## src/rtl/core/assert_macros.svh

```systemverilog
// ----------------------------------------------------------------------------
// assert_macros.svh
// Concurrent assertion shorthands. Each expects clk and rst_n in scope.
// ----------------------------------------------------------------------------
`ifndef ASSERT_MACROS_SVH
`define ASSERT_MACROS_SVH

// Same-cycle implication, disabled while reset is asserted
`define ASSERT_IMPL(label, ante, cons, msg) \
  label: assert property (@(posedge clk) disable iff (!rst_n) (ante) |-> (cons)) \
    else $error(msg);

// Next-cycle implication, disabled while reset is asserted
`define ASSERT_NEXT(label, ante, cons, msg) \
  label: assert property (@(posedge clk) disable iff (!rst_n) (ante) |=> (cons)) \
    else $error(msg);

`endif

```

## src/rtl/core/rse_pkg.sv

```systemverilog
`default_nettype none
// ----------------------------------------------------------------------------
// rse_pkg
// Beat types and fixed constants of the RTC snapshot to epoch seconds unit.
// ----------------------------------------------------------------------------
package rse_pkg;

  // Status register B bit positions
  localparam int STB_BINARY_BIT = 2;
  localparam int STB_H24_BIT    = 1;

  // Calendar and time constants
  localparam int EPOCH_YEAR     = 1970;
  localparam int SEC_PER_DAY    = 86400;
  localparam int SEC_PER_HOUR   = 3600;
  localparam int SEC_PER_MIN    = 60;
  localparam int HOURS_HALF_DAY = 12;
  localparam int YEARS_PER_CEN  = 100;
  localparam int DAYS_PER_YEAR  = 365;
  localparam int MONTHS_MAX     = 12;
  localparam int DAY_MAX        = 31;
  // Gregorian days from year 1 through the end of 1969
  localparam int DAYS_TO_EPOCH  = 719162;

  // Division by 25 via reciprocal: exact for dividends below 43690
  localparam int RECIP_DIV      = 25;
  localparam int RECIP25        = 10486;
  localparam int RECIP25_SHIFT  = 18;

  localparam int                    CEN_FALLBACK_RST = 21;
  localparam logic [13:0]           YEAR_MAX         = '1;
  localparam logic [37:0]           EPOCH_MAX        = '1;

  typedef struct packed {
    logic [7:0] raw_second;
    logic [7:0] raw_minute;
    logic [7:0] raw_hour;
    logic [7:0] raw_day;
    logic [7:0] raw_month;
    logic [7:0] raw_year;
    logic [7:0] raw_century;
    logic [7:0] status_b;
  } in_beat_t;

  typedef struct packed {
    logic [37:0] epoch_seconds;
    logic [13:0] full_year;
    logic        date_error;
  } out_beat_t;

  // Two-digit BCD byte to binary, no digit check
  function automatic logic [7:0] bcd8(input logic [7:0] b);
    logic [7:0] hi;
    hi = {4'b0000, b[7:4]};
    return {4'b0000, b[3:0]} + (hi << 3) + (hi << 1);
  endfunction

  // Days before the first of a month (1..12); other codes give zero
  function automatic logic [8:0] days_before_month(input logic [3:0] mon);
    logic [8:0] d;
    case (mon)
      4'd1:    d = 9'd0;
      4'd2:    d = 9'd31;
      4'd3:    d = 9'd59;
      4'd4:    d = 9'd90;
      4'd5:    d = 9'd120;
      4'd6:    d = 9'd151;
      4'd7:    d = 9'd181;
      4'd8:    d = 9'd212;
      4'd9:    d = 9'd243;
      4'd10:   d = 9'd273;
      4'd11:   d = 9'd304;
      4'd12:   d = 9'd334;
      default: d = 9'd0;
    endcase
    return d;
  endfunction

endpackage
`default_nettype wire

```

## src/rtl/core/rse_in_if.sv

```systemverilog
`default_nettype none
// ----------------------------------------------------------------------------
// rse_in_if
// Snapshot channel: valid/ready handshake carrying one raw clock snapshot.
// ----------------------------------------------------------------------------
interface rse_in_if;
  logic             valid;
  logic             ready;
  rse_pkg::in_beat_t data;

  modport source (output valid, output data, input ready);
  modport sink   (input valid, input data, output ready);
endinterface
`default_nettype wire

```

## src/rtl/core/rse_out_if.sv

```systemverilog
`default_nettype none
// ----------------------------------------------------------------------------
// rse_out_if
// Result channel: valid/ready handshake carrying epoch seconds and year.
// ----------------------------------------------------------------------------
interface rse_out_if;
  logic              valid;
  logic              ready;
  rse_pkg::out_beat_t data;

  modport source (output valid, output data, input ready);
  modport sink   (input valid, input data, output ready);
endinterface
`default_nettype wire

```

## src/rtl/core/rtc_snapshot_to_epoch_seconds_unit.sv

```systemverilog
`default_nettype none
// ----------------------------------------------------------------------------
// rtc_snapshot_to_epoch_seconds_unit
// Converts a raw CMOS clock snapshot into seconds since 1970 and full year.
// ----------------------------------------------------------------------------
//  channel    dir  handshake          payload
//  in_snap    in   valid/ready        8 raw clock bytes (rse_pkg::in_beat_t)
//  out_epoch  out  valid/ready        epoch_seconds, full_year, date_error
//  cfg_wr_*   in   write enable only  fallback_century (7 bits, reset 21)
//
//  Five register stages: decode, divide-by-25 quotients and time of day,
//  day count, day-to-seconds multiply, sum and saturate into the output
//  register. One beat is taken every cycle unless a stall fills every stage.
//  Each stage advances when it is empty or the stage after it advances, so a
//  stall on out_epoch backs up stage by stage and bubbles close up.
//  rst_n clears the stage valid bits and reloads fallback_century.
// ----------------------------------------------------------------------------
module rtc_snapshot_to_epoch_seconds_unit (
  input  wire logic       clk,
  input  wire logic       rst_n,
  input  wire logic       cfg_wr_en,
  input  wire logic [6:0] cfg_wr_data,
  rse_in_if.sink          in_snap,
  rse_out_if.source       out_epoch
);

  `include "assert_macros.svh"

  typedef struct packed {
    logic [7:0]  sec;
    logic [7:0]  min;
    logic [7:0]  hour;
    logic [7:0]  day;
    logic [3:0]  mon;
    logic        err;
    logic [14:0] year;
    logic [13:0] full_year;
  } s1_t;

  typedef struct packed {
    logic [19:0] tod;
    logic [7:0]  day;
    logic [8:0]  dbm;
    logic        after_feb;
    logic        err;
    logic        year_gt;
    logic [14:0] m;
    logic [8:0]  q100;
    logic [6:0]  q400;
    logic [13:0] full_year;
  } s2_t;

  typedef struct packed {
    logic [19:0] tod;
    logic [23:0] days;
    logic        err;
    logic [13:0] full_year;
  } s3_t;

  typedef struct packed {
    logic [19:0] tod;
    logic [40:0] prod;
    logic        err;
    logic [13:0] full_year;
  } s4_t;

  logic [6:0] fallback_century_r;

  logic v1_r, v2_r, v3_r, v4_r, v5_r;
  logic en1, en2, en3, en4, en5;

  s1_t s1_r, s1_nxt;
  s2_t s2_r, s2_nxt;
  s3_t s3_r, s3_nxt;
  s4_t s4_r, s4_nxt;
  rse_pkg::out_beat_t s5_r, s5_nxt;

  // Hold the fallback century register
  always_ff @(posedge clk) begin
    if (!rst_n) begin
      fallback_century_r <= 7'(rse_pkg::CEN_FALLBACK_RST);
    end else if (cfg_wr_en) begin
      fallback_century_r <= cfg_wr_data;
    end
  end

  // Advance a stage when it is empty or its successor advances
  assign en5 = !v5_r || out_epoch.ready;
  assign en4 = !v4_r || en5;
  assign en3 = !v3_r || en4;
  assign en2 = !v2_r || en3;
  assign en1 = !v1_r || en2;

  assign in_snap.ready   = en1;
  assign out_epoch.valid = v5_r;
  assign out_epoch.data  = s5_r;

  always_ff @(posedge clk) begin
    if (!rst_n) begin
      v1_r <= 1'b0;
      v2_r <= 1'b0;
      v3_r <= 1'b0;
      v4_r <= 1'b0;
      v5_r <= 1'b0;
    end else begin
      if (en1) v1_r <= in_snap.valid;
      if (en2) v2_r <= v1_r;
      if (en3) v3_r <= v2_r;
      if (en4) v4_r <= v3_r;
      if (en5) v5_r <= v4_r;
    end
  end

  // Stage 1: decode BCD, hour mode, full year and date check
  always_comb begin
    logic       bin;
    logic       h24;
    logic [7:0] mon_d;
    logic [7:0] day_d;
    logic [7:0] yr_d;
    logic [7:0] cen_d;
    logic [7:0] hour_d;
    logic [6:0] hour_lo;
    logic [6:0] hour_base;
    logic [6:0] fb_c;
    logic [7:0] cen_sel;
    logic [14:0] year;
    rse_pkg::in_beat_t d;

    d       = in_snap.data;
    bin     = d.status_b[rse_pkg::STB_BINARY_BIT];
    h24     = d.status_b[rse_pkg::STB_H24_BIT];
    hour_lo = {3'b000, d.raw_hour[3:0]} + {1'b0, d.raw_hour[6:4], 3'b000}
            + {3'b000, d.raw_hour[6:4], 1'b0};

    s1_nxt.sec = bin ? d.raw_second : rse_pkg::bcd8(d.raw_second);
    s1_nxt.min = bin ? d.raw_minute : rse_pkg::bcd8(d.raw_minute);
    hour_d     = bin ? d.raw_hour   : {d.raw_hour[7], hour_lo};
    day_d      = bin ? d.raw_day    : rse_pkg::bcd8(d.raw_day);
    mon_d      = bin ? d.raw_month  : rse_pkg::bcd8(d.raw_month);
    yr_d       = bin ? d.raw_year   : rse_pkg::bcd8(d.raw_year);
    cen_d      = bin ? d.raw_century : rse_pkg::bcd8(d.raw_century);

    // Map 12 AM to hour zero and add the PM half
    hour_base = (hour_d[6:0] == 7'(rse_pkg::HOURS_HALF_DAY)) ? 7'd0 : hour_d[6:0];
    if (h24) begin
      s1_nxt.hour = hour_d;
    end else begin
      s1_nxt.hour = {1'b0, hour_base}
                  + (hour_d[7] ? 8'(rse_pkg::HOURS_HALF_DAY) : 8'd0);
    end

    // Century byte, else the configured century
    fb_c    = (fallback_century_r == 7'd0) ? 7'd1 : fallback_century_r;
    cen_sel = (d.raw_century != 8'd0) ? cen_d : {1'b0, fb_c - 7'd1};
    year    = {7'b0, cen_sel} * 15'(rse_pkg::YEARS_PER_CEN) + {7'b0, yr_d};

    s1_nxt.year      = year;
    s1_nxt.full_year = year[14] ? rse_pkg::YEAR_MAX : year[13:0];
    s1_nxt.day       = day_d;
    s1_nxt.mon       = mon_d[3:0];
    s1_nxt.err       = (mon_d == 8'd0) || (mon_d > 8'(rse_pkg::MONTHS_MAX))
                    || (day_d == 8'd0) || (day_d > 8'(rse_pkg::DAY_MAX));
  end

  // Stage 2: quotients of (year-1)/100 and /400, time of day, month offset
  always_comb begin
    logic [14:0] m;
    logic [26:0] p100;
    logic [24:0] p400;

    m    = s1_r.year - 15'd1;
    p100 = {14'b0, m[14:2]} * 27'(rse_pkg::RECIP25);
    p400 = {14'b0, m[14:4]} * 25'(rse_pkg::RECIP25);

    s2_nxt.m         = m;
    s2_nxt.q100      = p100[26:rse_pkg::RECIP25_SHIFT];
    s2_nxt.q400      = p400[24:rse_pkg::RECIP25_SHIFT];
    s2_nxt.tod       = {12'b0, s1_r.hour} * 20'(rse_pkg::SEC_PER_HOUR)
                     + {12'b0, s1_r.min} * 20'(rse_pkg::SEC_PER_MIN)
                     + {12'b0, s1_r.sec};
    s2_nxt.day       = s1_r.day;
    s2_nxt.dbm       = rse_pkg::days_before_month(s1_r.mon);
    s2_nxt.after_feb = (s1_r.mon > 4'd2);
    s2_nxt.err       = s1_r.err;
    s2_nxt.year_gt   = (s1_r.year > 15'(rse_pkg::EPOCH_YEAR));
    s2_nxt.full_year = s1_r.full_year;
  end

  // Stage 3: leap test and day count since the epoch
  always_comb begin
    logic [12:0] r100;
    logic [10:0] r400;
    logic        y4;
    logic        y100;
    logic        y400;
    logic        leap;
    logic [24:0] dsum;
    logic [23:0] dyear;

    r100 = s2_r.m[14:2] - {4'b0, s2_r.q100} * 13'(rse_pkg::RECIP_DIV);
    r400 = s2_r.m[14:4] - {4'b0, s2_r.q400} * 11'(rse_pkg::RECIP_DIV);
    // The year is m+1: it divides by 4, 100, 400 when m sits one short
    y4   = (s2_r.m[1:0] == 2'b11);
    y100 = y4 && (r100 == 13'(rse_pkg::RECIP_DIV - 1));
    y400 = (s2_r.m[3:0] == 4'hF) && (r400 == 11'(rse_pkg::RECIP_DIV - 1));
    leap = (y4 && !y100) || y400;

    dsum  = {10'b0, s2_r.m} * 25'(rse_pkg::DAYS_PER_YEAR) + {12'b0, s2_r.m[14:2]}
          - {16'b0, s2_r.q100} + {18'b0, s2_r.q400} - 25'(rse_pkg::DAYS_TO_EPOCH);
    dyear = s2_r.year_gt ? dsum[23:0] : 24'd0;

    s3_nxt.days      = dyear + {15'b0, s2_r.dbm} + {23'b0, s2_r.after_feb && leap}
                     + {16'b0, s2_r.day - 8'd1};
    s3_nxt.tod       = s2_r.tod;
    s3_nxt.err       = s2_r.err;
    s3_nxt.full_year = s2_r.full_year;
  end

  // Stage 4: days to seconds
  always_comb begin
    s4_nxt.prod      = {17'b0, s3_r.days} * 41'(rse_pkg::SEC_PER_DAY);
    s4_nxt.tod       = s3_r.tod;
    s4_nxt.err       = s3_r.err;
    s4_nxt.full_year = s3_r.full_year;
  end

  // Stage 5: add time of day, saturate, drop to zero on a date error
  always_comb begin
    logic [40:0] sum;

    sum = s4_r.prod + {21'b0, s4_r.tod};
    if (s4_r.err) begin
      s5_nxt.epoch_seconds = 38'd0;
    end else if (sum > {3'b000, rse_pkg::EPOCH_MAX}) begin
      s5_nxt.epoch_seconds = rse_pkg::EPOCH_MAX;
    end else begin
      s5_nxt.epoch_seconds = sum[37:0];
    end
    s5_nxt.full_year  = s4_r.full_year;
    s5_nxt.date_error = s4_r.err;
  end

  // Load stage payloads on advance
  always_ff @(posedge clk) begin
    if (en1) s1_r <= s1_nxt;
    if (en2) s2_r <= s2_nxt;
    if (en3) s3_r <= s3_nxt;
    if (en4) s4_r <= s4_nxt;
    if (en5) s5_r <= s5_nxt;
  end

  `ASSERT_IMPL(a_err_zero_secs, out_epoch.valid && out_epoch.data.date_error,
               out_epoch.data.epoch_seconds == 38'd0, "date error with nonzero seconds")
  `ASSERT_NEXT(a_no_drop_s4, v4_r && en5, v5_r, "beat lost between stages 4 and 5")
  `ASSERT_IMPL(a_full_when_stalled, !in_snap.ready,
               v1_r && v2_r && v3_r && v4_r && v5_r, "input stalled with a free stage")

endmodule
`default_nettype wire

```

## src/flat_wrapper.sv

```systemverilog
// flat-port wrapper written by rule: the top's interface ports become plain ports
module rtc_snapshot_to_epoch_seconds_unit_flat 
  (clk, rst_n, cfg_wr_en, cfg_wr_data, in_snap_valid, in_snap_data, in_snap_ready, out_epoch_valid, out_epoch_data, out_epoch_ready);
  rse_in_if in_snap_i ();
  rse_out_if out_epoch_i ();
  input  wire logic clk;
  input  wire logic rst_n;
  input  wire logic cfg_wr_en;
  input  wire logic [6:0] cfg_wr_data;
  input wire logic [$bits(in_snap_i.valid)-1:0] in_snap_valid;
  input wire logic [$bits(in_snap_i.data)-1:0] in_snap_data;
  output wire logic [$bits(in_snap_i.ready)-1:0] in_snap_ready;
  output wire logic [$bits(out_epoch_i.valid)-1:0] out_epoch_valid;
  output wire logic [$bits(out_epoch_i.data)-1:0] out_epoch_data;
  input wire logic [$bits(out_epoch_i.ready)-1:0] out_epoch_ready;
  assign in_snap_i.valid = in_snap_valid;
  assign in_snap_i.data = in_snap_data;
  assign in_snap_ready = in_snap_i.ready;
  assign out_epoch_valid = out_epoch_i.valid;
  assign out_epoch_data = out_epoch_i.data;
  assign out_epoch_i.ready = out_epoch_ready;
  rtc_snapshot_to_epoch_seconds_unit u_core (.clk(clk), .rst_n(rst_n), .cfg_wr_en(cfg_wr_en), .cfg_wr_data(cfg_wr_data), .in_snap(in_snap_i), .out_epoch(out_epoch_i));
endmodule
```

## config.mk

```make
export PLATFORM = sky130hd
export DESIGN_NAME = rtc_snapshot_to_epoch_seconds_unit_flat
export DESIGN_NICKNAME = d
export VERILOG_FILES = /design/src/rtl/core/rse_pkg.sv /design/src/rtl/core/rse_in_if.sv /design/src/rtl/core/rse_out_if.sv /design/src/rtl/core/rtc_snapshot_to_epoch_seconds_unit.sv /design/src/flat_wrapper.sv
export VERILOG_INCLUDE_DIRS = /design/src /design/src/rtl/core
export SDC_FILE = /design/constraint.sdc
export NUM_CORES = 2
export LEC_CHECK = 0
export BUFFER_PORTS_ARGS = -buffer_cell sky130_fd_sc_hd__buf_4
export CAP_MARGIN = 20
export CORE_MARGIN = 3
export CORE_UTILIZATION = 53
export CTS_BUF_LIST = sky130_fd_sc_hd__clkbuf_2
export CTS_CLUSTER_SIZE = 40
export DETAILED_ROUTE_END_ITERATION = 16
export PLACE_DENSITY = 0.72
export REMOVE_ABC_BUFFERS = 1
export SLEW_MARGIN = 20
export SYNTH_ARGS = -nofsm -noshare
export SYNTH_HDL_FRONTEND = slang
export SYNTH_SLANG_ARGS = --single-unit
```

## constraint.sdc

```tcl
create_clock -name clk -period 9.9 [get_ports clk]
set_clock_uncertainty 0.15 [all_clocks]
set_input_delay 0.495 -clock clk [delete_from_list [all_inputs] [get_ports clk]]
set_output_delay 0.495 -clock clk [all_outputs]
set_load 0.005 [all_outputs]
```

==> results.cfg <==
[synthesis]
netlist_top_cells_area = sky130_fd_sc_hd__edfxtp_1 (29%), sky130_fd_sc_hd__ha_1 (22%), sky130_fd_sc_hd__fa_1 (18%)
ys_ff_latch = 344
yosys.cell_count.top_type = sky130_fd_sc_hd__inv_1
synth-xor-area-share = 0.0547
synth_area_leader_cell = sky130_fd_sc_hd__edfxtp_1
synth_cells = 3168
area_share_of_the_largest_cell_type_after_synthesis = 0.289
seq_area_frac_synth = 0.296
syn_area_per_cell_um2 = 10.9
synthTopCellsByCount = sky130_fd_sc_hd__inv_1 (724), sky130_fd_sc_hd__ha_1 (608), sky130_fd_sc_hd__edfxtp_1 (332), sky130_fd_sc_hd__fa_1 (316), sky130_fd_sc_hd__a21oi_1 (156)
synth.distinct_cells = 83
synth-async-reset-ratio = 0
synth_top_family_by_area = adder cells
yosys_warnings = 0
post_synth_and_or_nand_nor_area_fraction = 0.0638
post_synthesis_cell_area_mm2 = 0.0345
post_synth_fa_ha_maj_area_fraction = 0.403
synthMuxAreaShare = 0.0134
synth-edff-count = 332
dominantRegCellSynth = sky130_fd_sc_hd__edfxtp_1
synth-compound-area-share = 0.0857

[route]
dr.pass1.iters = 5
wirelength_um = 67000
routed_via_density = 5.14
dr_total_vias = 22600
ant_nets = 0
drcViolationCount = 0
wl_per_cell_um = 15.2
dr.first_iter.drc_count = 1096

[global_route]
first_global_vias = 23500
track_usage = 0.205
antenna_violations_before_repair = 4
grt_start_max_net_pins = 70
grt_first_pass_wirelength_um = 114000
gr-total-overflow = 0

[timing]
setup_total_negative_slack_ns = 0
rsz0062_at_grt = no
finalSetupViolations = 0
finalHoldViolCount = 0
timing_max_transition_violations_final = 0
final.period_utilization = 0.781
worst_slew_margin_rel = 0.329
period_needed_ns = 7.74
worstMarginPinSlew_ns = 1.01
timing.fmax_ghz = 0.129
hold-worst-slack_ns = 0.138

[worst_setup_path]
endpoint_kind = flop
cp.required_ns = 10.46
critical_path_cell_sequence = inv_1 -> ha_1 -> fa_1 -> fa_1 -> inv_1 -> ha_1 -> or4b_2 -> a2111oi_0 -> nand4_1 -> nor4_1 -> o311ai_1 -> fa_1 -> inv_1 -> ha_1 -> fa_1 -> a21o_1 -> a21oi_1 -> o21bai_1 -> a31oi_1 -> o21ai_0 -> nor3b_2 -> nand4_1 -> nor2_1 -> xor2_1
crit_path_max_incr_delay_ns = 0.63
timing.reg2reg.setup_slack_ns = 2.16
cp_data_arrival_time_ns = 8.29
criticalPathCategory = flop to flop
critical-path-slowest-cell = sky130_fd_sc_hd__or4b_2
critPathMaxFanout = 6
startpoint_type = flop
crit_path_frequent_cell = sky130_fd_sc_hd__fa_1

[clock_tree]
cts.sinks = 344
h-tree-depth = 3
ctsResizeCount = 0
cts_hold_buf = 122
clock-root-buffer = sky130_fd_sc_hd__clkbuf_2
tritoncts_clock_tree = yes
maximum_buffer_depth_of_the_clock_tree = 3
cts.clk_slew.worst_paths_ns = 0.10
tritoncts.num_buffers = 88
clock_latency_ns = 1.06
post_cts_setup_buffer_count = 0

[die]
die_area_mm2 = 0.0683
io_pins = 131
fp_rows = 92
die_width_um = 261
fp.coreArea_mm2 = 0.0638
initial_core_util = 0.542
die_y_um = 261

[placed_design]
hpwl_dp_um = 52800
place_congestion = 0.894
io_buffers = 124
dpl-instance-area_mm2 = 0.0365

[cells_and_area]
layout-area-overhead-vs-synth_pct = 11.8
fillCellCount = 5179
final_layout_size_suffix_gt1_frac = 0.0951
fin_nets = 4491
finish.instance_area_mm2 = 0.0386

[run_status]
status = completed

[run]
maxCapViolations = 0

[worst_hold_path]
hold_path.class = input pin to flop
## registers in the layout (all words and copies together), names as in the netlist
register / cells
u_core.v2_r: 1
u_core.s1_r: 66
u_core.s3_r: 59
u_core.fallback_century_r: 7
u_core.s4_r: 69
u_core.s2_r: 85
u_core.v3_r: 1
u_core.out_epoch.data: 53
u_core.v1_r: 1
u_core.out_epoch.valid: 1
u_core.v4_r: 1
## critical path, delay by kind of cell, from the launching register on
kind	cells	cell delay [ns]
compound gates	7	1.70
xor+xnor	1	0.14
fa+ha+maj	7	2.81
buf+inv	3	0.33
flops	1	0.51
simple gates	6	1.76
## per-stage QoR
stage | instances | util | worst slack, ns
after floorplan | 3137 | - | 3.14
after global placement | 4125 | 0.573 | 2.24
after detailed placement | 4125 | 0.573 | 2.18
after CTS | 4400 | 0.605 | 2.03
after global routing | 4403 | 0.605 | 1.77
final | 4404 | 0.605 | 2.16
## area by class of cell
cell class	count	area, um^2	share of cell area
repair buffers	264	2290	0.0592
clock inverters	35	258	0.00668
inverters	724	2720	0.0704
clock buffers	118	591	0.0153
flip-flops and latches	344	10200	0.264
multi-input cells	2069	21500	0.556
diodes	4	10.0	0.000259
well taps	846	1060	0.0274
## layer usage
metal	GRT usage	share of wire	up-vias
met5	0	0	-
met4	0.0522	0.019	0
met3	0.0374	0.045	93
met2	0.350	0.48	393
met1	0.270	0.45	10900
li1	-	-	11300
## kinds of logic (layout without fill, tap and decap cells)
group / after synthesis / count (layout)
buffers and inverters: 755 / 1141
AND/OR/NAND/NOR: 428 / 428
other: 0 / 4
multiplexers: 43 / 43
adder cells (fa/ha/maj): 924 / 924
flip-flops: 344 / 344
XOR/XNOR: 214 / 214
AO/OA/AOI/OAI: 460 / 460
## placed cells by master, fill, tap and decap left out, types with 25 or more instances in the layout
cell type and instances:
sky130_fd_sc_hd__a21o_1 70, sky130_fd_sc_hd__a21oi_1 156, sky130_fd_sc_hd__buf_4 142, sky130_fd_sc_hd__clkbuf_2 118, sky130_fd_sc_hd__dlygate4sd3_1 122, sky130_fd_sc_hd__edfxtp_1 332, sky130_fd_sc_hd__fa_1 316, sky130_fd_sc_hd__ha_1 608
sky130_fd_sc_hd__inv_1 722, sky130_fd_sc_hd__mux2i_1 25, sky130_fd_sc_hd__nand2_1 101, sky130_fd_sc_hd__nand2b_1 27, sky130_fd_sc_hd__nand3_1 33, sky130_fd_sc_hd__nor2_1 91, sky130_fd_sc_hd__nor2b_1 33, sky130_fd_sc_hd__nor3_1 45
sky130_fd_sc_hd__o21ai_0 66, sky130_fd_sc_hd__xnor2_1 129, sky130_fd_sc_hd__xor2_1 84
## final timing paths
check,cells after the start,end,start
max,24,u_core.s3_r[35]$_DFFE_PP_,u_core.s2_r[39]$_DFFE_PP_
min,2,u_core.s1_r[38]$_DFFE_PP_,in_snap_data[2]
max reg2reg,24,u_core.s3_r[35]$_DFFE_PP_,u_core.s2_r[39]$_DFFE_PP_
min reg2reg,0,u_core.s4_r[73]$_DFFE_PP_,u_core.s3_r[56]$_DFFE_PP_
Power is not shown: default switching activity piles up to over one toggle a cycle in this logic, so the estimate is an artifact.
